### src/rtl/tct_pkg.sv
// ----------------------------------------------------------------------------
// Touch contact tracker package
// Shared types and codes for the contact tracker front end, back end and top.
// ----------------------------------------------------------------------------
package tct_pkg;

	typedef enum logic [2:0] {
		OP_BEGIN       = 3'd0,
		OP_MOVE        = 3'd1,
		OP_END         = 3'd2,
		OP_CANCEL      = 3'd3,
		OP_RESET       = 3'd4,
		OP_LOOKUP      = 3'd5,
		OP_READ_HIST   = 3'd6,
		OP_READ_ACTIVE = 3'd7
	} op_t;

	typedef enum logic [1:0] {
		STAT_OK        = 2'd0,
		STAT_NOT_FOUND = 2'd1,
		STAT_FULL      = 2'd2,
		STAT_RANGE     = 2'd3
	} status_t;

	typedef enum logic [1:0] {
		KIND_BEGIN = 2'd0,
		KIND_END   = 2'd1,
		KIND_MOVE  = 2'd2
	} kind_t;

	typedef enum logic [3:0] {
		ACT_INSERT    = 4'd0,
		ACT_MOVE      = 4'd1,
		ACT_ERASE     = 4'd2,
		ACT_UPSERT    = 4'd3,
		ACT_NOP       = 4'd4,
		ACT_CLR_HIST  = 4'd5,
		ACT_CLR_TABLE = 4'd6,
		ACT_LOOKUP    = 4'd7,
		ACT_RD_HIST   = 4'd8,
		ACT_RD_ACTIVE = 4'd9
	} act_t;

	typedef struct packed {
		act_t               act;
		logic               log_en;
		kind_t              kind;
		logic [31:0]        id;
		logic signed [31:0] x;
		logic signed [31:0] y;
		logic [4:0]         idx;
	} cmd_t;

	typedef struct packed {
		status_t            status;
		kind_t              event_kind;
		logic [31:0]        out_id;
		logic signed [31:0] out_x;
		logic signed [31:0] out_y;
		logic [4:0]         active_count;
		logic [5:0]         history_count;
	} result_t;

	localparam int IN_W   = 104;
	localparam int OUT_W  = 112;
	localparam int HIST_W = 98;

endpackage

### src/rtl/tct_front.sv
// ----------------------------------------------------------------------------
// Contact tracker front end
// Accepts input transfers, decodes them into commands and queues up to two of them.
// ----------------------------------------------------------------------------
module tct_front import tct_pkg::*; (
	input  logic            clk,
	input  logic            arst_n,
	input  logic            immediate_mode,
	input  logic            s_axis_tvalid,
	output logic            s_axis_tready,
	input  logic [IN_W-1:0] s_axis_tdata,
	output cmd_t            cmd,
	output logic            cmd_valid,
	input  logic            cmd_pop
);

	cmd_t       dec;
	cmd_t       q_q [2];
	logic       wp_q;
	logic       rp_q;
	logic [1:0] cnt_q;
	logic       push;
	op_t        op;

	assign op = op_t'(s_axis_tdata[2:0]);

	always_comb begin
		dec.id     = s_axis_tdata[34:3];
		dec.x      = s_axis_tdata[66:35];
		dec.y      = s_axis_tdata[98:67];
		dec.idx    = s_axis_tdata[103:99];
		dec.log_en = 1'b0;
		dec.kind   = KIND_BEGIN;
		dec.act    = ACT_NOP;
		unique case (op)
			OP_BEGIN: begin
				if (immediate_mode) begin
					dec.act = ACT_UPSERT;
				end else begin
					dec.act    = ACT_INSERT;
					dec.log_en = 1'b1;
				end
			end
			OP_MOVE: begin
				if (immediate_mode) begin
					dec.act = ACT_UPSERT;
				end else begin
					dec.act    = ACT_MOVE;
					dec.log_en = 1'b1;
					dec.kind   = KIND_MOVE;
				end
			end
			OP_END, OP_CANCEL: begin
				if (!immediate_mode) begin
					dec.act    = ACT_ERASE;
					dec.log_en = 1'b1;
					dec.kind   = KIND_END;
				end
			end
			OP_RESET: begin
				dec.act = immediate_mode ? ACT_CLR_TABLE : ACT_CLR_HIST;
			end
			OP_LOOKUP:      dec.act = ACT_LOOKUP;
			OP_READ_HIST:   dec.act = ACT_RD_HIST;
			OP_READ_ACTIVE: dec.act = ACT_RD_ACTIVE;
		endcase
	end

	assign s_axis_tready = (cnt_q != 2'd2);
	assign push          = s_axis_tvalid && s_axis_tready;
	assign cmd_valid     = (cnt_q != 2'd0);
	assign cmd           = q_q[rp_q];

	always_ff @(posedge clk or negedge arst_n) begin
		if (!arst_n) begin
			wp_q  <= 1'b0;
			rp_q  <= 1'b0;
			cnt_q <= 2'd0;
		end else begin
			if (push) begin
				wp_q <= ~wp_q;
			end
			if (cmd_pop) begin
				rp_q <= ~rp_q;
			end
			cnt_q <= cnt_q + 2'(push) - 2'(cmd_pop);
		end
	end

	always_ff @(posedge clk) begin
		if (push) begin
			q_q[wp_q] <= dec;
		end
	end

`ifndef ASSERT_OFF
	a_cnt_range: assert property (@(posedge clk) disable iff (!arst_n)
		cnt_q != 2'd3)
		else $error("command queue count out of range");
	a_pop_nonempty: assert property (@(posedge clk) disable iff (!arst_n)
		cmd_pop |-> cnt_q != 2'd0)
		else $error("command popped from an empty queue");
`endif

endmodule

### config.mk
export PLATFORM = sky130hd
export DESIGN_NAME = tct_front
export DESIGN_NICKNAME = d
export VERILOG_FILES = /design/src/rtl/tct_pkg.sv /design/src/rtl/tct_front.sv
export SDC_FILE = /design/constraint.sdc
export NUM_CORES = 1
export LEC_CHECK = 0
export ABC_AREA = 1
export BUFFER_PORTS_ARGS = -buffer_cell sky130_fd_sc_hd__buf_2
export CORE_MARGIN = 3
export CORE_UTILIZATION = 36
export DETAILED_ROUTE_END_ITERATION = 10
export PLACE_DENSITY = 0.54
export RECOVER_POWER = 50
export SLEW_MARGIN = 40
export SYNTH_ARGS = -nofsm -noshare
export SYNTH_HDL_FRONTEND = slang
export SYNTH_SLANG_ARGS = --single-unit
export TNS_END_PERCENT = 1
### constraint.sdc
create_clock -name clk -period 6.3 [get_ports clk]
set_clock_uncertainty 0.2 [all_clocks]
set_input_delay 1.26 -clock clk [delete_from_list [all_inputs] [get_ports clk]]
set_output_delay 1.26 -clock clk [all_outputs]
set_load 0.05 [all_outputs]
---- Word level (Yosys, flattened, before mapping) ----
Memories as Yosys holds them, arrays and structs flattened.
Index checks and enable logic that the tools add are counted.
cells by class
  $add $sub $neg .......................... 2
  equality and inequality tests ........... 8
  mux-type cells .......................... 11
  bitwise operators ....................... 2
  reductions and logical operators ........ 4
operator list
  operator            number
  $pmux 4 s7          1
  $eq 3x3->1 const B  4
  $eq 3x2->1 const B  2
  $mux 2              3
  $mux 6              1
  $pmux 2 s2          1
  $eq 3x1->1 const B  1
  $logic_not 3->1     1
  $mux 1              3
  $mux 3              1
  $pmux 1 s3          1
  $add 2x1->2         1
  $ne 2x2->1 const B  1
  $not 1->1           2
  $reduce_bool 2->1   1
  $reduce_or 2->1     1
  $sub 2x1->2         1
  $logic_and 1x1->1   1
storage, ports and cells
  bits in registers ....................... 4
  bits in writable memories ............... 216
  bits of input ports ..................... 109
  output and inout bits ................... 110
  word-level logic and storage cells ...... 31
  memories kept ........................... 1
memory list
  memory  words  width  rd ports  clocked after memory_dff  write ports  line             RTL
  q_q     2      108    1         0                         1            tct_front.sv:18  cmd_t q_q [2];

---- Logic depth before layout (Yosys ltp) ----
Gate-level depths: netlist of the first run.
  depth after elaboration ................. 4
  mapped depth ............................ 9
  mapped depth without buffers ............ 9

---- Least setup slack after synthesis of the first run ----
OpenSTA, ideal clock, no wires.
  kind .................................... input port to flip-flop
  start ................................... in s_axis_tvalid
  end ..................................... mem q_q[1][0] in the netlist's numbering, enable pin
  library setup time ...................... 576 ps
  arrival ................................. 5864 ps
  data required time ...................... 5524 ps
  path slack .............................. -340 ps
  stages .................................. 2
  path buffers ............................ 0
  cell sequence ........................... nand2_1 -> nor2_1
on the way
  longest elaborated chain between the ends .. 3
RTL lines
  what                          line             RTL
  start, declared               tct_front.sv:9   input logic s_axis_tvalid,
  $logic_and 1x1->1             tct_front.sv:70  assign push = s_axis_tvalid && s_axis_tready;
  $mux 1                        tct_front.sv:91  if (push) begin
  $mux 1 (not written as such)  tct_front.sv:92  q_q[wp_q] <= dec;
  end, declared                 tct_front.sv:18
No other way between the ends.

---- Worst setup path after layout of the first run ----
  start ................................... in s_axis_tvalid
  end ..................................... mem q_q[1][51] in the netlist's numbering, enable pin
Same word-level chain as after synthesis.

==> impl_metrics.yaml, run 1 <==
sta:
  fmax_ghz: 0.257
  worst_hold_slack_ns: 0.276
  max_slew.worst_pin.slew_ns: 2.94
  setup_viol: 0
  finalMaxSlewViolations: 86
  max_slew_margin: -0.963
  setup-tns-final_ns: 0
  grt_setup_unrepaired: "false"
  finalCriticalPeriod_ns: 3.89
  period_share: 0.618
  finalHoldViolations: 0
floorplan:
  die_w_um: 159
  num_rows: 55
  core_sq_mm: 0.0228
  ios: 219
  die_h_um: 159
  die_area_sq_mm: 0.0252
  start_util: 0.369
worst_setup_path:
  cp.required_ns: 6.15
  rr_startpoint: "cnt_q[1]$_DFF_PN0_"
  critPathLaunchType: "input port"
  crit_path_end_kind: "flip-flop"
  setup.worst_path.start: "s_axis_tvalid"
  cp.arrival_ns: 3.74
  path_class: "input port to flip-flop"
  cp_max_fo: 51
cts:
  cts_hold_buf: 0
  insertion_delay_ns: 0.50
  clkSinkCount: 220
  cts_buffers: 24
  clockBufferDepth: 3
  root_buffer: "clkbuf_16"
  cts_tree: "yes"
  path_clk_slew_ns: 0.06
  h-tree-depth: 1
  cts_setup_buffers: 0
  cts_resized: 0
synthesis:
  postSynthAreaPerCell_sq_um: 13.8
  yosysSeqAreaShare: 0.783
  synth_warnings: 0
  yosysTopAreaCell: "edfxtp_1"
  ys_ff_latch: 220
  synth_top_area_frac: 0.771
  syn-instance-count: 611
  netlist_area_sq_mm: 0.00841
  synth_cell_types: 17
  syn-num-nets: 722
  ys_top_cells_by_area: "edfxtp_1, nand2_1, inv_1, o21ai_0, o21ai_2"
drt:
  viasPerCell: 4.26
  drt-initial-drc-count: 229
  dr_total_vias: 4972
  drtAntennaViolNets: 0
  drc: 0
  drtPass1Iterations: 4
  wl_per_cell_um: 13.8
  finalWirelength_um: 16100
layout:
  drive_gt1_frac: 0.267
  antenna_cells: 0
  area_growth_pct: 24.9
  mostFrequentLayoutCells: "edfxtp_1, buf_2, nand2_1"
  nets: 948
  final_common_cell: "edfxtp_1"
status:
  status: "complete, but fails checks"
  violations: "capacitance limit, slew limit"
job:
  maxCapViolations: 2
grt:
  first_global_vias: 4732
  overflow: 0
  antenna_found_initial: 1
  grt_max_degree: 115
  grt_util_all_layers: 0.122
  grt_pass1_wl_um: 24900
placement:
  place_congestion: 0.720
  port_buffers: 218
  hpwl_um: 10600
worst_hold_path:
  hp-class: "flip-flop to flip-flop"
  hp-start: "wp_q$_DFFE_PN0P_"
-- cell families after synthesis --
kind of cell	count (synthesis)	synth area share
flip-flops	220	0.783
buffers and inverters	146	0.0790
AND/OR/NAND/NOR	132	0.0596
AO/OA/AOI/OAI	110	0.0744
adder cells (fa/ha/maj)	2	0.00297
XOR/XNOR	1	0.00104
-- layer usage --
layer  global-route usage  part of all wire
met5                    0           0.00043
met4               0.0326             0.024
met3               0.0490              0.10
met2                0.191              0.45
met1                0.161              0.42
-- stage by stage --
| stage | util | instances | setup WS [ns] | area, sq um |
|---|---|---|---|---|
| after floorplan | - | 611 | 1.48 | 8410 |
| after global placement | 0.428 | 1123 | 2.66 | 9750 |
| after detailed placement | 0.429 | 1124 | 3.04 | 9770 |
| after CTS | 0.464 | 1168 | 2.48 | 10600 |
| after global routing | 0.461 | 1168 | 2.10 | 10500 |
| final | 0.461 | 1168 | 2.41 | 10500 |
-- synthesized netlist by cell type --
cell / number
clkbuf_1: 8
xor2_1: 1
dfrtp_1: 4
edfxtp_1: 216
buf_6: 13
nand2_1: 126
buf_8: 1
a21oi_1: 1
o21ai_1: 14
o21ai_0: 75
nand3_1: 4
o21ai_2: 20
nor2_1: 1
nor3_1: 1
ha_1: 2
inv_1: 122
buf_4: 2
-- final cells by class --
type	count	area [sq um]
Tap cell	313	392
Inverter	122	459
Multi-Input combinational cell	245	1170
Fill cell	2089	12300
Clock inverter	14	160
Clock buffer	30	644
Sequential cell	220	6590
Timing Repair Buffer	224	1100
-- worst max-delay path, stage by stage --
cell      delay [ns]
clkbuf_1        0.10
nand2_1         0.13
nor2_4          0.11
clkbuf_1        2.07
-- final timing paths --
check                                  endpoint  slack, ns  cells after the start
max in group asynchronous      rp_q$_DFFE_PN0P_       5.29                      1
hold reg to reg                wp_q$_DFFE_PN0P_       0.28                      2
setup / recovery           q_q[1][51]$_DFFE_PP_       2.41                      4
hold / removal                 wp_q$_DFFE_PN0P_       0.28                      2
setup reg to reg           q_q[1][51]$_DFFE_PP_       2.77                      4
min in group asynchronous      rp_q$_DFFE_PN0P_       0.39                      1
-- registers in the layout, indices dropped and copies added (netlist names) --
name	count
rp_q	1
q_q	216
cnt_q	2
wp_q	1
Power of run 1 is not shown: default switching activity piles up to over one toggle a cycle in this logic, so the estimate is an artifact.
==> run 2, diff against run 1 <==
- ABC_AREA: 1 -> 0
- PLACE_DENSITY: 0.54 -> 0.57
- clock period: 6.3 -> 3.2 ns (I/O delays scaled with it)
==> impl_metrics.yaml, run 2 <==
drt:
  drc: 0
  finalWirelength_um: 15500
  wl_per_cell_um: 17.2
  drt-initial-drc-count: 193
  drtAntennaViolNets: 0
  dr_total_vias: 4117
  drtPass1Iterations: 4
  viasPerCell: 4.58
status:
  violations: "capacitance limit, slew limit"
  status: "complete, but fails checks"
power:
  intPower_uw: 6810
  pwr-share-comb: 0.406
  clkPwrFrac: 0.233
  vdd_drop_max_mv: 0.567
  p_sw_frac: 0.400
  p_seq_frac: 0.362
  p_per_area_mw_per_mm2: 1110
  switching_power_uw: 4550
  p_leak_uw: 0.00369
sta:
  period_share: 0.855
  setup-tns-final_ns: 0
  grt_setup_unrepaired: "false"
  finalHoldViolations: 0
  setup_viol: 0
  finalMaxSlewViolations: 60
  finalCriticalPeriod_ns: 2.73
  fmax_ghz: 0.366
  max_slew_margin: -0.0521
  max_slew.worst_pin.slew_ns: 1.58
floorplan:
  start_util: 0.368
  die_area_sq_mm: 0.0243
  core_sq_mm: 0.0220
  die_h_um: 156
  die_w_um: 156
  num_rows: 54
  ios: 219
synthesis:
  netlist_area_sq_mm: 0.00809
  syn-num-nets: 476
  ys_ff_latch: 220
  synth_edf_count: 216
  synthArstFlopShare: 0.0182
  yosysSeqAreaShare: 0.814
  ys_top_cells_by_area: "edfxtp_1, mux2_2, mux2_4, dfrtp_1, buf_2"
  yosysTopAreaCell: "edfxtp_1"
  postSynthAreaPerCell_sq_um: 22.2
  syn-instance-count: 365
  ys.flop_type: "edfxtp_1"
  yosysMostFrequentCell: "edfxtp_1"
  synth_top_area_frac: 0.802
  synth_warnings: 0
  synth_cell_types: 22
  synth_common_cells: "edfxtp_1, mux2_2, mux2_4"
cts:
  path_clk_slew_ns: 0.06
  cts_buffers: 24
  cts_resized: 0
  cts_setup_buffers: 0
  clkSinkCount: 220
  cts_tree: "yes"
  root_buffer: "clkbuf_16"
  clockBufferDepth: 3
  insertion_delay_ns: 0.49
  h-tree-depth: 1
  cts_hold_buf: 1
job:
  maxCapViolations: 1
worst_setup_path:
  cp_cell_sequence: "buf_12 -> mux2_2 -> buf_2"
  cp_max_fo: 55
  path_class: "flip-flop to output port"
  cp.required_ns: 2.36
  crit_family: "buffers and inverters"
  cpMaxStageDelayCell: "dfrtp_4"
  critPathMaxStageDelay_ns: 0.44
  crit_path_end_kind: "output port"
  path_buf_inv: 2
  cp.arrival_ns: 1.89
  critPathLaunchType: "flip-flop"
grt:
  grt_pass1_wl_um: 23500
  antenna_found_initial: 1
  grt_util_all_layers: 0.122
  first_global_vias: 4513
  overflow: 0
  grt_max_degree: 109
layout:
  final_util: 0.466
  final_common_cell: "edfxtp_1"
  largest_register_ffs: 216
  area_growth_pct: 26.5
  top_regs: "q_q: 216 flops, cnt_q: 2 flops"
  drive_gt1_frac: 0.494
  mostFrequentLayoutCells: "edfxtp_1, buf_2, mux2_2"
  regMostFlops: "q_q"
  antenna_cells: 0
  nets: 713
placement:
  hpwl_um: 10100
  port_buffers: 218
  place_congestion: 0.728
worst_hold_path:
  hp-class: "input port to flip-flop"
run 2: changes by cell type after synthesis, sizes merged, moves of 2 or more:
cell    change
and2        +2
buf         -4
clkbuf      -7
inv       -121
mux2      +108
nand2     -124
nand3       -4
nor2        +3
o21ai     -109
xnor2       +3
run 2: kinds of logic after synthesis:
group | count (synthesis) | share of synthesized area
flops | 220 | 0.814
mux | 109 | 0.156
buf+inv | 14 | 0.0108
simple gates | 12 | 0.00774
compound gates | 4 | 0.00325
xor+xnor | 4 | 0.00433
fa+ha+maj | 2 | 0.00309
run 2: worst paths after layout:
path / cells past startpoint / slack [ns] / startpoint / end
min in group asynchronous: 2 / 0.32 / arst_n / rp_q$_DFFE_PN0P_
min: 1 / 0.12 / s_axis_tdata[71] / q_q[0][9]$_DFFE_PP_
max in group asynchronous: 2 / 2.28 / arst_n / rp_q$_DFFE_PN0P_
min reg2reg: 1 / 0.32 / cnt_q[0]$_DFF_PN0_ / cnt_q[0]$_DFF_PN0_
max reg2reg: 3 / 0.73 / cnt_q[1]$_DFF_PN0_ / q_q[1][27]$_DFFE_PP_
max: 3 / 0.47 / rp_q$_DFFE_PN0P_ / cmd[70]
run 2: through the flow:
| stage | total power [uW] | cell area (sq um) | hold WS [ns] | cells | worst slack (ns) |
|---|---|---|---|---|---|
| 4_1_cts | 11600 | 10300 | 0.0900 | 899 | 0.433 |
| 5_1_grt | 11900 | 10200 | 0.0931 | 899 | 0.400 |
| 3_5_place_dp | 8880 | 9550 | 0.249 | 855 | 0.980 |
| 3_3_place_gp | 8820 | 9550 | 0.248 | 855 | 0.984 |
| 6_report | 11400 | 10200 | 0.123 | 899 | 0.465 |
| 2_1_floorplan | 7840 | 8100 | 0.144 | 365 | 0.109 |
run 2: power by group through the flow:
stage                     Clock, uW  Combinational (uW)  Sequential [uW]
final                          2640                4610             4110
after global routing           2850                4840             4170
after CTS                      2750                4730             4110
after detailed placement          0                4710             4170
after global placement            0                4680             4130
after floorplan                   0                3720             4120
run 2: layout make-up:
| cell class | instances | area (sq um) |
|---|---|---|
| well taps | 280 | 350 |
| flip-flops and latches | 220 | 6590 |
| repair buffers | 224 | 1090 |
| inverters | 1 | 3.75 |
| clock buffers | 33 | 666 |
| fillers | 1915 | 11700 |
| multi-input cells | 131 | 1420 |
| clock inverters | 10 | 104 |
run 2: worst reg2reg max path, delay by kind of cell (launching register included):
kind                   cells  cell delay [ns]
flip-flops                 1             0.41
buffers and inverters      1             1.13
AND/OR/NAND/NOR            2             0.28
run 2: routing by layer:
metal  part of all wire  vias up  GRT usage
met5            0.00045        -          0
met4              0.018        2     0.0421
met3              0.094       22     0.0466
met2               0.50      155      0.207
met1               0.39     2014      0.142
li1                   -     1924          -
Note: power is estimated with default switching activity, not from simulation.
